File: src/sv/scope_edge_trigger_finder_top_defines.svh
// assertion macros for the trigger finder top module
`ifndef SCOPE_EDGE_TRIGGER_FINDER_TOP_DEFINES_SVH
`define SCOPE_EDGE_TRIGGER_FINDER_TOP_DEFINES_SVH

// same-cycle implication, checked outside reset
`define SETF_ASSERT_NOW(lbl, clk, rst_n, ante, cons) \
  lbl: assert property (@(posedge clk) disable iff (!rst_n) (ante) |-> (cons)) \
    else $error("setf assertion failed");

// next-cycle implication, checked outside reset
`define SETF_ASSERT_NEXT(lbl, clk, rst_n, ante, cons) \
  lbl: assert property (@(posedge clk) disable iff (!rst_n) (ante) |=> (cons)) \
    else $error("setf assertion failed");

`endif

File: src/sv/setf_pkg.sv
`default_nettype none

package setf_pkg;

  // fixed field widths
  localparam int SampleBits = 12;
  localparam int IndexW     = 10;
  localparam int CfgIdxW    = 2;
  localparam int CfgDataW   = 12;

  // history and smoothing
  localparam int HistLen     = 5;
  localparam int SmoothStart = 5;
  localparam int SumW        = SampleBits + 4;

  // defaults
  localparam int BufferDepthDefault = 1024;
  localparam logic [SampleBits-1:0] NearZeroReset = SampleBits'(100);

  typedef logic [SampleBits-1:0] sample_t;
  typedef logic [HistLen-1:0][SampleBits-1:0] hist_t;

  // configuration register indexes
  typedef enum logic [CfgIdxW-1:0] {
    CfgSlopeNegative   = 2'd0,
    CfgTriggerThresh   = 2'd1,
    CfgNearZeroLimit   = 2'd2
  } cfg_reg_e;

  typedef struct packed {
    logic    slope_negative;
    sample_t trigger_threshold;
    sample_t near_zero_limit;
  } cfg_t;

  // decision for one sample
  typedef struct packed {
    logic              emit;
    logic              found;
    logic [IndexW-1:0] index;
    logic              last;
    logic              set_reported;
  } det_t;

endpackage

`default_nettype wire

File: src/sv/scope_edge_trigger_finder_top.sv
`default_nettype none

// Edge trigger finder for one capture buffer of ADC samples. Samples enter one
// per cycle; each word is held in an input register, checked against the five
// samples before it by combinational compare and 1-2-3-2-1 sum logic, and a
// result (found with its index, or not found at buffer end) lands in an output
// register. A new sample is taken every cycle while the result side keeps up;
// the input register and the output register each hold one word, so a waiting
// result does not stall the input until both are full. At most one result per
// buffer. There is no clearing pass after reset. Write configuration only while
// no sample is in flight.

module scope_edge_trigger_finder_top
  import setf_pkg::*;
#(
  parameter int BUFFER_DEPTH = BufferDepthDefault
) (
  input  wire logic                clk_i,
  input  wire logic                rst_ni,
  // sample channel
  input  wire logic                in_valid_i,
  output logic                     in_ready_o,
  input  wire logic [SampleBits-1:0] sample_i,
  input  wire logic                end_of_buffer_i,
  // result channel
  output logic                     out_valid_o,
  input  wire logic                out_ready_i,
  output logic                     found_o,
  output logic [IndexW-1:0]        trigger_index_o,
  // configuration channel
  input  wire logic                cfg_valid_i,
  output logic                     cfg_ready_o,
  input  wire logic [CfgIdxW-1:0]  cfg_index_i,
  input  wire logic [CfgDataW-1:0] cfg_data_i
);

  `include "scope_edge_trigger_finder_top_defines.svh"

  localparam int PosW = $clog2(BUFFER_DEPTH);

  cfg_t            cfg;
  hist_t           hist;
  logic [PosW-1:0] pos;
  logic            reported;
  det_t            det;

  logic            s1_valid_q, s1_valid_d;
  sample_t         s1_sample_q;
  logic            s1_eob_q;
  logic            out_valid_q, out_valid_d;
  logic            found_q;
  logic [IndexW-1:0] index_q;

  logic out_free, step, in_acc;

  // configuration registers
  assign cfg_ready_o = 1'b1;

  setf_cfg_regs u_cfg (
    .clk_i      (clk_i),
    .rst_ni     (rst_ni),
    .wr_en_i    (cfg_valid_i && cfg_ready_o),
    .wr_index_i (cfg_index_i),
    .wr_data_i  (cfg_data_i),
    .cfg_o      (cfg)
  );

  // stage control
  assign out_free   = !out_valid_q || out_ready_i;
  assign step       = s1_valid_q && out_free;
  assign in_ready_o = !s1_valid_q || out_free;
  assign in_acc     = in_valid_i && in_ready_o;

  always_comb begin
    s1_valid_d = s1_valid_q;
    if (in_acc) begin
      s1_valid_d = 1'b1;
    end else if (step) begin
      s1_valid_d = 1'b0;
    end
  end

  always_comb begin
    out_valid_d = out_valid_q;
    if (step) begin
      out_valid_d = det.emit;
    end else if (out_ready_i) begin
      out_valid_d = 1'b0;
    end
  end

  // input register
  always_ff @(posedge clk_i or negedge rst_ni) begin
    if (!rst_ni) begin
      s1_valid_q <= 1'b0;
    end else begin
      s1_valid_q <= s1_valid_d;
    end
  end

  always_ff @(posedge clk_i) begin
    if (in_acc) begin
      s1_sample_q <= SampleBits'(sample_i);
      s1_eob_q    <= end_of_buffer_i;
    end
  end

  // buffer state and trigger decision
  setf_history #(
    .BUFFER_DEPTH (BUFFER_DEPTH)
  ) u_history (
    .clk_i      (clk_i),
    .rst_ni     (rst_ni),
    .step_i     (step),
    .sample_i   (s1_sample_q),
    .det_i      (det),
    .hist_o     (hist),
    .pos_o      (pos),
    .reported_o (reported)
  );

  setf_detect #(
    .BUFFER_DEPTH (BUFFER_DEPTH)
  ) u_detect (
    .cfg_i      (cfg),
    .hist_i     (hist),
    .pos_i      (pos),
    .reported_i (reported),
    .sample_i   (s1_sample_q),
    .eob_i      (s1_eob_q),
    .det_o      (det)
  );

  // result register
  always_ff @(posedge clk_i or negedge rst_ni) begin
    if (!rst_ni) begin
      out_valid_q <= 1'b0;
    end else begin
      out_valid_q <= out_valid_d;
    end
  end

  always_ff @(posedge clk_i) begin
    if (step && det.emit) begin
      found_q <= det.found;
      index_q <= det.index;
    end
  end

  assign out_valid_o     = out_valid_q;
  assign found_o         = found_q;
  assign trigger_index_o = index_q;

  // checks
  `SETF_ASSERT_NOW(a_notfound_index_zero, clk_i, rst_ni,
    out_valid_o && !found_o, trigger_index_o == '0)
  `SETF_ASSERT_NOW(a_stall_only_when_full, clk_i, rst_ni,
    !in_ready_o, s1_valid_q && out_valid_q)
  `SETF_ASSERT_NEXT(a_stage_word_kept, clk_i, rst_ni,
    s1_valid_q && !out_free, s1_valid_q)
  `SETF_ASSERT_NEXT(a_hit_reaches_output, clk_i, rst_ni,
    step && det.found, out_valid_q && found_q)

endmodule

`default_nettype wire

File: src/sv/setf_cfg_regs.sv
`default_nettype none

module setf_cfg_regs
  import setf_pkg::*;
(
  input  wire logic                clk_i,
  input  wire logic                rst_ni,
  input  wire logic                wr_en_i,
  input  wire logic [CfgIdxW-1:0]  wr_index_i,
  input  wire logic [CfgDataW-1:0] wr_data_i,
  output cfg_t                     cfg_o
);

  cfg_t cfg_q, cfg_d;

  // register write decode, unknown indexes are dropped
  always_comb begin
    cfg_d = cfg_q;
    if (wr_en_i) begin
      case (cfg_reg_e'(wr_index_i))
        CfgSlopeNegative: cfg_d.slope_negative    = wr_data_i[0];
        CfgTriggerThresh: cfg_d.trigger_threshold = SampleBits'(wr_data_i);
        CfgNearZeroLimit: cfg_d.near_zero_limit   = SampleBits'(wr_data_i);
        default:          cfg_d = cfg_q;
      endcase
    end
  end

  always_ff @(posedge clk_i or negedge rst_ni) begin
    if (!rst_ni) begin
      cfg_q.slope_negative    <= 1'b0;
      cfg_q.trigger_threshold <= '0;
      cfg_q.near_zero_limit   <= NearZeroReset;
    end else begin
      cfg_q <= cfg_d;
    end
  end

  assign cfg_o = cfg_q;

endmodule

`default_nettype wire

File: src/sv/setf_history.sv
`default_nettype none

module setf_history
  import setf_pkg::*;
#(
  parameter int BUFFER_DEPTH = BufferDepthDefault,
  localparam int PosW = $clog2(BUFFER_DEPTH)
) (
  input  wire logic            clk_i,
  input  wire logic            rst_ni,
  input  wire logic            step_i,
  input  wire sample_t         sample_i,
  input  wire det_t            det_i,
  output hist_t                hist_o,
  output logic [PosW-1:0]      pos_o,
  output logic                 reported_o
);

  hist_t           hist_q, hist_d;
  logic [PosW-1:0] pos_q, pos_d;
  logic            reported_q, reported_d;

  // buffer state: clear at buffer end, otherwise shift in the sample
  always_comb begin
    hist_d     = hist_q;
    pos_d      = pos_q;
    reported_d = reported_q;
    if (step_i) begin
      if (det_i.last) begin
        hist_d     = '0;
        pos_d      = '0;
        reported_d = 1'b0;
      end else begin
        hist_d     = {hist_q[HistLen-2:0], sample_i};
        pos_d      = pos_q + PosW'(1);
        reported_d = reported_q | det_i.set_reported;
      end
    end
  end

  always_ff @(posedge clk_i or negedge rst_ni) begin
    if (!rst_ni) begin
      hist_q     <= '0;
      pos_q      <= '0;
      reported_q <= 1'b0;
    end else begin
      hist_q     <= hist_d;
      pos_q      <= pos_d;
      reported_q <= reported_d;
    end
  end

  assign hist_o     = hist_q;
  assign pos_o      = pos_q;
  assign reported_o = reported_q;

endmodule

`default_nettype wire

File: src/sv/setf_detect.sv
`default_nettype none

module setf_detect
  import setf_pkg::*;
#(
  parameter int BUFFER_DEPTH = BufferDepthDefault,
  localparam int PosW = $clog2(BUFFER_DEPTH)
) (
  input  wire cfg_t            cfg_i,
  input  wire hist_t           hist_i,
  input  wire logic [PosW-1:0] pos_i,
  input  wire logic            reported_i,
  input  wire sample_t         sample_i,
  input  wire logic            eob_i,
  output det_t                 det_o
);

  logic [SumW-1:0] sum_cur, sum_prev;
  sample_t         h0;
  logic            hit;
  logic [PosW-1:0] hit_pos;
  logic            last;

  assign h0 = hist_i[0];

  // 1-2-3-2-1 smoothed sums at this index and the one before
  assign sum_cur = SumW'(hist_i[3]) + (SumW'(hist_i[2]) << 1)
                 + (SumW'(hist_i[1]) << 1) + SumW'(hist_i[1])
                 + (SumW'(hist_i[0]) << 1) + SumW'(sample_i);
  assign sum_prev = SumW'(hist_i[4]) + (SumW'(hist_i[3]) << 1)
                  + (SumW'(hist_i[2]) << 1) + SumW'(hist_i[2])
                  + (SumW'(hist_i[1]) << 1) + SumW'(hist_i[0]);

  // final sample of the buffer, forced at the last slot
  assign last = eob_i || (pos_i == PosW'(BUFFER_DEPTH - 1));

  // edge conditions
  always_comb begin
    hit     = 1'b0;
    hit_pos = pos_i;
    if (cfg_i.trigger_threshold == '0) begin
      if (pos_i != '0) begin
        if (!cfg_i.slope_negative) begin
          hit     = (h0 <= cfg_i.near_zero_limit) && (sample_i > h0);
          hit_pos = pos_i - PosW'(1);
        end else begin
          hit     = (sample_i <= cfg_i.near_zero_limit) && (h0 > sample_i);
        end
      end
    end else if (pos_i >= PosW'(SmoothStart)) begin
      if (!cfg_i.slope_negative) begin
        hit = (sample_i >= cfg_i.trigger_threshold)
           && (h0 < cfg_i.trigger_threshold) && (sum_prev < sum_cur);
      end else begin
        hit = (sample_i <= cfg_i.trigger_threshold)
           && (h0 > cfg_i.trigger_threshold) && (sum_prev > sum_cur);
      end
    end
  end

  // result word and state update flags
  always_comb begin
    det_o.emit         = !reported_i && (hit || last);
    det_o.found        = !reported_i && hit;
    det_o.index        = (!reported_i && hit) ? IndexW'(hit_pos) : '0;
    det_o.last         = last;
    det_o.set_reported = !reported_i && hit;
  end

endmodule

`default_nettype wire
File: config.mk
export PLATFORM = sky130hd
export DESIGN_NAME = scope_edge_trigger_finder_top
export DESIGN_NICKNAME = d
export VERILOG_FILES = /design/src/sv/setf_pkg.sv /design/src/sv/scope_edge_trigger_finder_top.sv /design/src/sv/setf_cfg_regs.sv /design/src/sv/setf_history.sv /design/src/sv/setf_detect.sv
export VERILOG_INCLUDE_DIRS = /design/src /design/src/sv
export SDC_FILE = /design/constraint.sdc
export NUM_CORES = 1
export LEC_CHECK = 0
export BUFFER_PORTS_ARGS = -buffer_cell sky130_fd_sc_hd__buf_2
export CORE_MARGIN = 10
export CORE_UTILIZATION = 63
export CTS_BUF_LIST = sky130_fd_sc_hd__clkbuf_16
export DETAILED_ROUTE_END_ITERATION = 10
export HOLD_SLACK_MARGIN = 0.15
export PLACE_DENSITY_LB_ADDON = 0.05
export SETUP_SLACK_MARGIN = 0.4
export SLEW_MARGIN = 20
export SYNTH_ARGS = -nofsm -noshare
export SYNTH_HDL_FRONTEND = slang
export SYNTH_SLANG_ARGS = --single-unit
export TNS_END_PERCENT = 30
File: constraint.sdc
create_clock -name clk_i -period 12 [get_ports clk_i]
set_clock_uncertainty 0.05 [all_clocks]
set_input_delay 0.6 -clock clk_i [delete_from_list [all_inputs] [get_ports clk_i]]
set_output_delay 0.6 -clock clk_i [all_outputs]
set_load 0.01 [all_outputs]
Word-level counts from Yosys, hierarchy flattened
Index checks and enable logic that the tools add are counted.
- add/sub/neg operators: 12
- magnitude comparators: 11
- equal/unequal tests: 3
- muxes and demuxes: 15
- bitwise operators: 1
- reductions and logical operators: 26
- operator list (kind ; count):
    adder 16 x 12 -> 16 bit ; 4
    adder 16 x 13 -> 16 bit ; 4
    two-way mux 60 bit ; 1
    two-way mux 10 bit ; 4
    > comparator 12 bit ; 3
    less-or-equal comparator 12 bit ; 3
    adder 12 x 13 -> 14 bit ; 2
    > comparator 16 bit ; 1
    < comparator 16 bit ; 1
    greater-or-equal comparator 12 bit ; 1
    logical NOT 12 bit ; 1
    < comparator 12 bit ; 1
    logical AND 1 bit ; 11
    adder 10 x 1 -> 10 bit, second input constant ; 1
    == test 10 bit, second input constant ; 1
    greater-or-equal comparator 10 x 3 -> 1 bit, second input constant ; 1
    two-way mux 1 bit ; 10
    nonzero test 10 bit ; 1
    subtractor 10 x 1 -> 10 bit, second input constant ; 1
    AND reduction 2 bit ; 3
    logical OR 1 bit ; 4
    nonzero test 2 bit ; 2
    logical NOT 1 bit ; 3
    == test 2 x 1 -> 1 bit, second input constant ; 1
    3 further kinds ; 3
- register bits after elaboration: 122
- input bits: 32
- output and inout bits: 14

Depth between registers and ports, before layout
Gate-level depths: netlist of run 1.
- word-level depth: 13
- depth in mapped cells: 30

Hierarchy
A second synthesis of run 1 with hierarchy kept.
- cells, all modules: 1102
- area, all modules: 10812.9 um2
- by module, submodules not included (module ; instances ; cells an instance ; area each (um2) ; seq. area each (um2)):
    setf_detect ; 1 ; 691 ; 5760.5 ; 0.0
    setf_history ; 1 ; 320 ; 3153.0 ; 1776.7
    setf_cfg_regs ; 1 ; 55 ; 1056.0 ; 629.4
    scope_edge_trigger_finder_top ; 1 ; 36 ; 843.3 ; 770.7

Worst setup path after synthesis of run 1
No wires, ideal clock.
- path type: register to register
- from: register u_history.hist_q, in the netlist u_history.hist_o[24]
- to: register found_q (netlist: found_o), enable pin
- setup time: 0.400 ns
- arrival: 7.239 ns
- required time: 11.550 ns
- slack: 4.310 ns
- stages on the path, launching flop included: 29
- buffers on the path: 0
- clock period less this slack: 7.690 ns
- cell sequence: dfrtp_1 -> ha_1 -> inv_1 -> fa_1 -> nor2b_1 -> o21ai_0 -> a21boi_0 -> o21ai_0 -> a21oi_1 -> nor3_1 -> o311ai_0 -> fa_1 -> fa_1 -> inv_1 -> fa_1 -> inv_1 -> ha_1 -> a21bo_2 -> o31ai_1 -> o41ai_1 -> xnor2_1 -> ha_1 -> nand4_1 -> nor4_2 -> o21ai_0 -> o211ai_1 -> nor4b_1 -> o21ai_1 -> a311oi_1
- cells in the longest elaborated chain, start to end: 13
- elaborated cells between the ends (all ways): 19
- classes of those cells: add/sub: 9; order compare: 2; mux: 3; reduce/logical: 5
- ends and longest elaborated chain (element ; RTL line ; text):
    start, declared ; setf_history.sv:19 ; hist_t hist_q, hist_d;
    start signal, assigned ; setf_history.sv:47 ; hist_q <= hist_d;
    adder 12 x 13 -> 14 bit ; setf_detect.sv:27 ; assign sum_cur = SumW'(hist_i[3]) + (SumW'(hist_i[2]) << 1)
    adder 16 x 13 -> 16 bit ; setf_detect.sv:28 ; + (SumW'(hist_i[1]) << 1) + SumW'(hist_i[1])
    adder 16 x 12 -> 16 bit ; setf_detect.sv:28 ;
    adder 16 x 13 -> 16 bit ; setf_detect.sv:29 ; + (SumW'(hist_i[0]) << 1) + SumW'(sample_i);
    adder 16 x 12 -> 16 bit ; setf_detect.sv:29 ;
    < comparator 16 bit / > comparator 16 bit (equally long branches) ; setf_detect.sv:53, setf_detect.sv:56 ;
    logical AND 1 bit (on tied branches) ; setf_detect.sv:53, setf_detect.sv:56 ;
    two-way mux 1 bit * ; setf_detect.sv:51 ; if (!cfg_i.slope_negative) begin
    two-way mux 1 bit * ; setf_detect.sv:50 ; end else if (pos_i >= PosW'(SmoothStart)) begin
    two-way mux 1 bit * ; setf_detect.sv:41 ; if (cfg_i.trigger_threshold == '0) begin
    logical OR 1 bit * ; setf_detect.sv:63 ; det_o.emit = !reported_i && (hit || last);
    logical AND 1 bit * ; setf_detect.sv:63 ;
    logical AND 1 bit * ; scope_edge_trigger_finder_top.sv:144 ; if (step && det.emit) begin
    end signal, assigned ; scope_edge_trigger_finder_top.sv:145 ; found_q <= det.found;
    end, declared ; scope_edge_trigger_finder_top.sv:51 ; logic found_q;
Mark *: on every way between the ends. The rest lies on a longest branch, timed or not.
A chain may end at the register's enable or synchronous reset.

Worst setup path in the final report of run 1
- from: register u_history.hist_q, in the netlist u_history.hist_o[36]
- to: register index_q[5] (netlist: trigger_index_o[5]), enable pin
- cells in the longest elaborated chain, start to end: 13
- elaborated cells between the ends (all ways): 20
- classes of those cells: add/sub: 10; order compare: 2; mux: 3; reduce/logical: 5
- ends and longest elaborated chain (element ; RTL line ; text):
    adder 12 x 13 -> 14 bit (on tied branches) ; setf_detect.sv:30, setf_detect.sv:27 ;
    adder 16 x 13 -> 16 bit (on tied branches) ; setf_detect.sv:31, setf_detect.sv:28 ;
    adder 16 x 12 -> 16 bit (on tied branches) ; setf_detect.sv:31, setf_detect.sv:28 ;
    adder 16 x 13 -> 16 bit (on tied branches) ; setf_detect.sv:32, setf_detect.sv:29 ;
    adder 16 x 12 -> 16 bit (on tied branches) ; setf_detect.sv:32, setf_detect.sv:29 ;
    < comparator 16 bit / > comparator 16 bit (equally long branches) ; setf_detect.sv:53, setf_detect.sv:56 ;
    logical AND 1 bit (on tied branches) ; setf_detect.sv:53, setf_detect.sv:56 ;
    two-way mux 1 bit * ; setf_detect.sv:51 ;
    two-way mux 1 bit * ; setf_detect.sv:50 ;
    two-way mux 1 bit * ; setf_detect.sv:41 ;
    logical OR 1 bit * ; setf_detect.sv:63 ;
    logical AND 1 bit * ; setf_detect.sv:63 ;
    logical AND 1 bit * ; scope_edge_trigger_finder_top.sv:144 ;
    end signal, assigned ; scope_edge_trigger_finder_top.sv:146 ; index_q <= det.index;
    end, declared ; scope_edge_trigger_finder_top.sv:52 ; logic [IndexW-1:0] index_q;
Marks and branches as above.

==> results, run 1 <==
- The count of nets left with antenna violations once routing finished came out at 0.
- After clock tree synthesis, the clock-pin slew on the worst setup and hold paths is 60 ps.
- The violation count after the first detailed-routing iteration is 468.
- 46 I/O pins were placed.
- The clock tree root driver cell is clkbuf_16.
- The endpoint identified for the worst register-to-register timing path is trigger_index_o[5].
- The critical path capture point is trigger_index_o[5].
- The number of antenna violations at the first check in global routing is 0.
- In this design, the stage delay of the slowest critical-path cell is 560 ps.
- From synthesis to final layout, the design area changed by 9.77%.
- The run finished with clean final reports.
- The die is 151 um wide.
- The number of gates resized after cts is 0.
- The top-area cell type share of the netlist area is 21.9%.
- The element type at the critical path start is a flop.
- The instance count of the mapped netlist is 1122.
- The floorplan step defined a core boundary enclosing 0.0168 sq mm.
- The fill cell total of the finished layout is 1333.
- For the pin with the worst max-slew slack, the measured transition is 913 ps.
- Wires add up to 25100 um.
- STA puts the critical path data required time at 12080 ps.
- The mean area per synthesized cell is 9.69 sq um.
- The netlist uses 77 different library cells.
- Setup repair after global routing left no endpoint under its margin.
- The worst path needs 8180 ps of the cycle, external delays included.
- The worst path uses 68.2% of the clock period.
- The final setup TNS is 0 ps.
- Setup violations remaining at the end of the flow were counted as 0.
- The synthesized netlist occupies a cell area of 0.0109 sq mm.
- Routability-driven placement finished with a final weighted congestion of 0.915.
- The net count after synthesis is 1365.
- The latest clock arrival within the worst-skew pair is 430 ps.
- Of the total power, combinational logic draws 50.4%.
- The number of search-and-repair iterations in the first detailed-routing pass is 5.
- The number of max-slew violations in the final report was 0.
- The pin count of the biggest net entering global routing is 78.
- The synthesized design contains 24 enable-type register cells.
- Counting every sink on the clock net gives 122.
- The cell leakage power is 5.79 nW.
- The number of global-route vias before repair is 8150.
- The largest voltage drop on the vdd net is 0.116 mV.
- From bottom edge to top edge, the die measures 151 um.
- The post-CTS repair timing setup buffer count is 0.
- The first-pass GRT wire length is 41700 um.
- Headroom to the max-slew limit came out at 39.1%.
- The most common cell in the synthesized netlist is inv_1.
- The number of nets in the layout is 1400.
- Cells fill 71.2% of the core in the end.
- Tracing the worst setup path back leads to its startpoint at u_history.hist_o[36].
- Timing would allow up to 122 MHz.
- The largest area contributor in the netlist is dfrtp_1.
- Of all flip-flops after synthesis, the portion carrying an async set or reset was 80.3%.
- For this design, the CTS-stage hold fixing added 0 buffers.
- The number of H-tree levels is 4.
- In this run, the clock network consumes 25.4% of the power.
- The number of antenna repair diodes is 0.
- The net load switching power is 0.917 mW.
- The beginning of the worst register-to-register path is u_history.hist_o[36].
- Summed over all layers, the global routing overflow is 0.
- Counting instances in the post-synthesis netlist gives the leading cell types as 176 x inv_1, 137 x ha_1, 95 x dfrtp_1, 85 x nand2_1, 74 x fa_1.
- Net switching is 41.5% of the power.
- For this run, design rule violations remaining after detail routing come to 0.
- Among all flip-flop cells after synthesis, the most frequent one is dfrtp_1.
- Buffers inserted during clock tree synthesis total 17.
- The routed wirelength normalized by instance count is 18.0 um.
- STA classifies the critical path endpoint as a flop.
- No sink is reached through more buffers than the 2 on the longest clock path.
- Using the TritonRoute via totals, the vias-per-cell ratio works out to 5.88.
- The die area is 0.0229 sq mm.
- The total number of vias is 8167.
- By startpoint and endpoint, the worst setup path is classified as flop to flop.
- The floorplan has 47 rows.
- The HPWL after detailed placement is 19100 um.
- The number of hold violations in the final report is 0.
- The internal power of the cells totals 1.29 mW.
- Max-cap violations in this run came to 0.
- By area the synthesized netlist is led by dfrtp_1 22%, ha_1 16%, fa_1 14%, edfxtp_1 6.6%, inv_1 6.1%.
- Sequential elements use 29.2% of the synthesized area.
- Cells with a size suffix above 1 make up 12.0% of the layout.
- The count of buffers inserted at the top-level ports is 44.
- TritonCTS built the clock tree.
- The number of cells on the worst reg-to-reg path is 31.
- Of the total power, registers draw 24.3%.
- The total of flip-flops plus latches after synthesis is 122.
- The critical path's slowest cell is o41ai_1.
- For the worst setup path, the data arrival time is 8260 ps.
- The total global routing track utilization is 23.1%.
- The starting density of the core is 64.9%.
- The setup check on the worst reg-to-reg path leaves a slack of 3820 ps.
- The most numerous cell type found on the critical path is o21ai_0.
- The type of the most critical hold path is input pin to asynchronous set/reset pin.
- The largest fanout of any net on the critical path is 14.
- The number of warning messages in the yosys log is 0.
- The power density of the placed cells is 185 mW/mm^2.
## power groups by stage
stage / combinational, mW / sequential (mW) / clock (mW)
2_1_floorplan: 0.844 / 0.519 / 0
3_3_place_gp: 1.08 / 0.542 / 0
3_5_place_dp: 1.10 / 0.543 / 0
4_1_cts: 1.12 / 0.536 / 0.565
5_1_grt: 1.28 / 0.543 / 0.582
6_report: 1.11 / 0.536 / 0.561
## worst max-delay path, delay by kind of cell, from the launching register on
kind | cells | cell delay [ps]
AO/OA/AOI/OAI | 12 | 2670
adder cells (fa/ha/maj) | 7 | 2710
flip-flops | 1 | 440
AND/OR/NAND/NOR | 6 | 1260
buffers and inverters | 5 | 610
XOR/XNOR | 1 | 150
## cells by family after synthesis
logic type	synth area share, %
buffers and inverters	7.57
other	0.0345
adders and majority gates	29.4
xor gates and xnor gates	3.79
DFF	29.2
and+or+nand+nor	12.7
AOI/OAI and AO/OA	14.6
muxes	2.68
## area by class of cell
cell class	instances	area, sq um	area share (%)
clock buffer	18	450	3.77
tap	220	275	2.31
timing repair buffer	50	288	2.41
sequential	122	3180	26.6
multi-input combinational	790	6890	57.8
clock inverter	14	193	1.61
inverter	176	661	5.53
## layout by cell type (no fill, tap or decap), drive strengths merged, types with 4 or more instances in the layout
master | netlist | final
o21ai | 72 | 72
xnor2 | 32 | 32
nand3 | 45 | 45
or4 | 6 | 6
buf | 14 | 50
nor2b | 15 | 15
o31ai | 26 | 26
and3 | 7 | 7
nor4 | 11 | 11
inv | 176 | 179
and2 | 4 | 4
ha | 137 | 137
xor2 | 15 | 15
o21a | 5 | 5
nand4 | 14 | 14
fa | 74 | 74
nand2b | 7 | 7
clkbuf | 20 | 18
o41ai | 6 | 6
a211oi | 10 | 10
a31oi | 7 | 7
a21oi | 51 | 51
nor3 | 14 | 14
or2 | 5 | 5
edfxtp | 24 | 24
o21bai | 4 | 4
dfrtp | 95 | 95
nand2 | 86 | 86
mux2 | 25 | 25
or3 | 4 | 4
bufinv | 0 | 4
o211ai | 12 | 12
clkinv | 0 | 6
nor2 | 41 | 41
a21o | 20 | 20
## layer usage
metal,up-vias,GRT usage [%],part of all wire (%)
met2,196,38.3,48
met4,0,6.64,1.8
met1,3991,30.9,46
met5,-,0,0
li1,3946,-,-
met3,34,3.34,4.3
## state kept, by name (all words and copies together) (netlist names)
| register | count |
|---|---|
| u_cfg.cfg_o | 25 |
| u_history.reported_o | 1 |
| u_history.pos_o | 10 |
| s1_eob_q | 1 |
| u_history.hist_o | 60 |
| s1_sample_q | 12 |
| s1_valid_q | 1 |
| out_valid_o | 1 |
| trigger_index_o | 10 |
| found_o | 1 |
## worst min-delay path by stage
stage	slack [ps]	start	to	depth (start not counted)
final	150	rst_ni	out_valid_o	1
after global routing	190	rst_ni	out_valid_o	1
after CTS	160	rst_ni	out_valid_o	1
after detailed placement	420	u_history.hist_o[57]	u_history.hist_o[57]	2
after global placement	420	u_history.hist_o[57]	u_history.hist_o[57]	2
after floorplan	250	rst_ni	out_valid_o	0
## through the flow
step / instances / power, mW / hold WS (ps) / setup WS (ps) / instance area [sq um]
6_report: 1390 / 2.21 / 148 / 3820 / 11900
3_5_place_dp: 1357 / 1.65 / 425 / 3940 / 11300
2_1_floorplan: 1122 / 1.36 / 254 / 4310 / 10900
5_1_grt: 1390 / 2.41 / 188 / 3110 / 11900
4_1_cts: 1389 / 2.22 / 161 / 3860 / 11900
3_3_place_gp: 1357 / 1.62 / 418 / 4350 / 11300
No activity file was read; power rests on OpenSTA's default activity.
==> run 2: changes to the inputs <==
Clock period 12 ns to 8 ns, I/O delays scaled along.
==> run 2 against run 1 <==
Against the previous run:
- largest cell class unchanged
- critical path depth shrank 2
- setup slack lost 3100 ps
- worst hold slack gained 20 ps
- total power grew 50%
- highest routed layer unchanged
- first-iteration DRC count grew 19%
- critical endpoint is now trigger_index_o[4]
- maximum frequency grew 12%
- wire length grew 3.6%
- non-clock buffer count grew 21
- core utilization grew 1.6 points
- via count grew 1.3%
- cell count grew 1.5%
==> results, run 2 (synthesis results as in run 1) <==
- The final setup TNS came to 0 ps (unchanged).
- The critical path's slowest cell is or4_1.
- The count of buffers inserted at the top-level ports is 44 (unchanged).
- The vias per cell is 5.86 (-0.23%).
- The required time of the worst setup path is 8090 ps (-3990 ps).
- The critical path's largest stage delay came to 530 ps (-30 ps).
- The half-perimeter wire length after detailed placement is 19300 um (+1.1%).
- On the critical path the largest part of the delay comes from adder cells.
- The number of antenna repair diodes was 0 (unchanged).
- The total number of vias is 8271 (+1.3%).
- The standard cell area after detailed placement is 0.0113 sq mm (+0.19%).
- The number of instances in the placed design came to 1359 (+0.15%).
- The number of antenna violations at the first check in global routing is 0 (unchanged).
- By startpoint and endpoint, the worst setup path is classified as flop to flop.
- The power density of the placed cells came to 271 mW/mm^2 (+46%).
- The latest clock arrival within the worst-skew pair is 430 ps (about the same).
- The switching part of the total power is 42.9% (+1.4 points).
- In this run the worst hold path is classified as input pin to flop.
- The total clock sinks is 122 (unchanged).
- The total clock buffers created by CTS was 17 (unchanged).
- The share of power burned in combinational logic was 52.6% (+2.2 points).
- The internal power came to 1.89 mW (+46%).
- The number of H-tree levels is 4 (unchanged).
- The clock transition time at the flip-flop clock pins of the worst setup and hold paths is 60 ps (about the same).
- The signal arrival time at the worst endpoint is 7390 ps (-870 ps).
- The top-level port count is 46 (unchanged).
- The library cells used most frequently in the layout, excluding fill and tap cells, are 177 x inv_1, 135 x ha_1, 93 x dfrtp_1.
- The clock tree buffer depth is 2 (unchanged).
- The signed area change from the synthesized netlist to the final layout is 12.2%.
- The worst setup timing slack at the placement stage is 138 ps (-3810 ps).
- The part of the total power dissipated in sequential elements was 24.3% (about the same).
- The pin count of the biggest net entering global routing came to 78 (unchanged).
- The fill cell total of the finished layout came to 1231 (-7.7%).
- The most numerous cell type found on the critical path is fa_1.
- The number of search-and-repair iterations in the first detailed-routing pass is 5 (unchanged).
- The last weighted congestion value of the routability-driven placer is 0.913 (-0.21%).
- The y dimension of the die is 151 um (unchanged).
- The total area of sequential cells was 0.00318 sq mm (about the same).
- The run finished with clean final reports.
- The overall die width is 151 um (unchanged).
- The die area is 0.0229 sq mm (unchanged).
- The largest voltage drop on the vdd net is 0.221 mV (+90%).
- The clock tree root driver cell is clkbuf_16.
- The cell leakage power was 5.90 nW (+1.8%).
- The post-route worst hold slack is 168 ps (+20.0 ps).
- The DRC violation count after routing is 0 (unchanged).
- The share of power burned in the clock network came to 23.2% (-2.2 points).
- The total power consumption of the routed design is 3.31 mW (+50%).
- The starting density of the core was 64.9% (unchanged).
- The CTS tree is built.
- The number of setup violations in the final report is 0 (unchanged).
- The area of all placed cells without fillers is 0.0122 sq mm (+2.2%).
- The final routed wirelength across all metal layers is 26000 um (+3.6%).
- Setup repair after global routing left no endpoint under its margin.
- The area of combinational cells with multiple inputs is 0.00704 sq mm (+2.2%).
- The total global routing track utilization is 23.3% (+0.23 points).
- The area of the placeable core is 0.0168 sq mm (unchanged).
- STA classifies the critical path startpoint as a flop.
- The largest fanout of any net on the critical path came to 5 (-9).
- The standard-cell row count was 47 (unchanged).
- The net load switching power is 1.42 mW (+55%).
- The layout cell share with drive strength beyond 1 came to 14.5% (+2.6 points).
- The number of hold violations in the final report is 0 (unchanged).
- The most frequent standard cell in the layout excluding fill and tap cells is inv_1.
- The number of max-cap violations is 0 (unchanged).
- The violation count after the first detailed-routing iteration was 557 (+19%).
- The minimum clock period after layout is 7290 ps (-888 ps).
- The kind of end point of the critical path is a flop.
- The post-layout utilization of the core is 72.8% (+1.6 points).
- The slew of the pin with the lowest slew margin is 951 ps (+38.0 ps).
- The number of max-slew violations in the final report is 0 (unchanged).
- The relative max-transition margin is 36.6% (-2.5 points).
- The number of nets in the layout is 1421 (+1.5%).
- The number of global-route vias before repair is 8043 (-1.3%).
- The total overflow reported by the global router is 0 (unchanged).
- The upper clock frequency limit is 137 MHz (+12%).
- The final standard cell count with taps included and fillers excluded is 1411 (+1.5%).
- The number of routed nets with antenna violations was 0 (unchanged).
- The flip-flop count of the largest register, all copies and words added is 60 (unchanged).
- The final cycle utilization of the critical path is 91.2% (+23 points).
- The routed wirelength normalized by instance count is 18.4 um (+2.1%).
- The first-pass GRT wire length came to 41600 um (-0.12%).
- The number of buffer and inverter instances along the worst setup path is 4 (-1).
- The smallest setup slack after layout was 707 ps (-3110 ps).
[run 2: cell type report]
cell class                 instances  area share [%]
clock buffer                      17            3.49
clock inverter                    15            1.25
inverter                         176            5.41
multi-input combinational        790            57.7
sequential                       122            26.1
tap                              220            2.26
timing repair buffer              71            3.82
[run 2: final timing paths]
check                                          start              endpoint  slack [ps]  depth (start not counted)
worst min-delay path                   cfg_data_i[4]        u_cfg.cfg_o[4]         170                          2
max in group asynchronous                     rst_ni  u_history.hist_o[19]        6230                          3
worst max register to register  u_history.hist_o[24]    trigger_index_o[4]         710                         29
worst max-delay path            u_history.hist_o[24]    trigger_index_o[4]         710                         29
min in group asynchronous                     rst_ni  u_history.hist_o[37]         450                          2
worst min register to register  u_history.hist_o[59]  u_history.hist_o[59]         440                          2
[run 2: per-layer routing]
layer  vias up  wire (um)  GRT usage [%]  part of all wire [%]
li1       3981          -              -                     -
met5         -          0              0                     0
met4         0        537           7.36                   2.1
met3        43       1300           3.88                   5.0
met1      4034      11400           31.0                    44
met2       213      12800           38.2                    49
[run 2: worst reg2reg max path: cells and delay by family, from the launching register on]
family	cells	cell delay, ps
fa+ha+maj	7	2560
compound gates	13	2340
simple gates	4	1080
flops	1	450
buf+inv	4	390
xor+xnor	1	170
[run 2: power groups by stage]
| stage | Combinational (mW) | Sequential [mW] | Clock, mW |
|---|---|---|---|
| floorplan | 1.27 | 0.778 | 0 |
| global placement | 1.60 | 0.812 | 0 |
| detailed placement | 1.66 | 0.814 | 0 |
| CTS | 1.69 | 0.803 | 0.774 |
| global route | 1.97 | 0.815 | 0.802 |
| finish | 1.74 | 0.803 | 0.766 |
[run 2: repair_timing]
| item | in CTS | in global routing |
|---|---|---|
| hold endpoints to repair | 49 | 0 |
| hold buffers | 15 | 0 |
| buffers inserted | 0 | 4 |
| pin swaps | 1 | 11 |
| resized for setup | 8 | 31 |
| endpoints found under the setup margin | 23 | 24 |
| gates cloned | 0 | 1 |
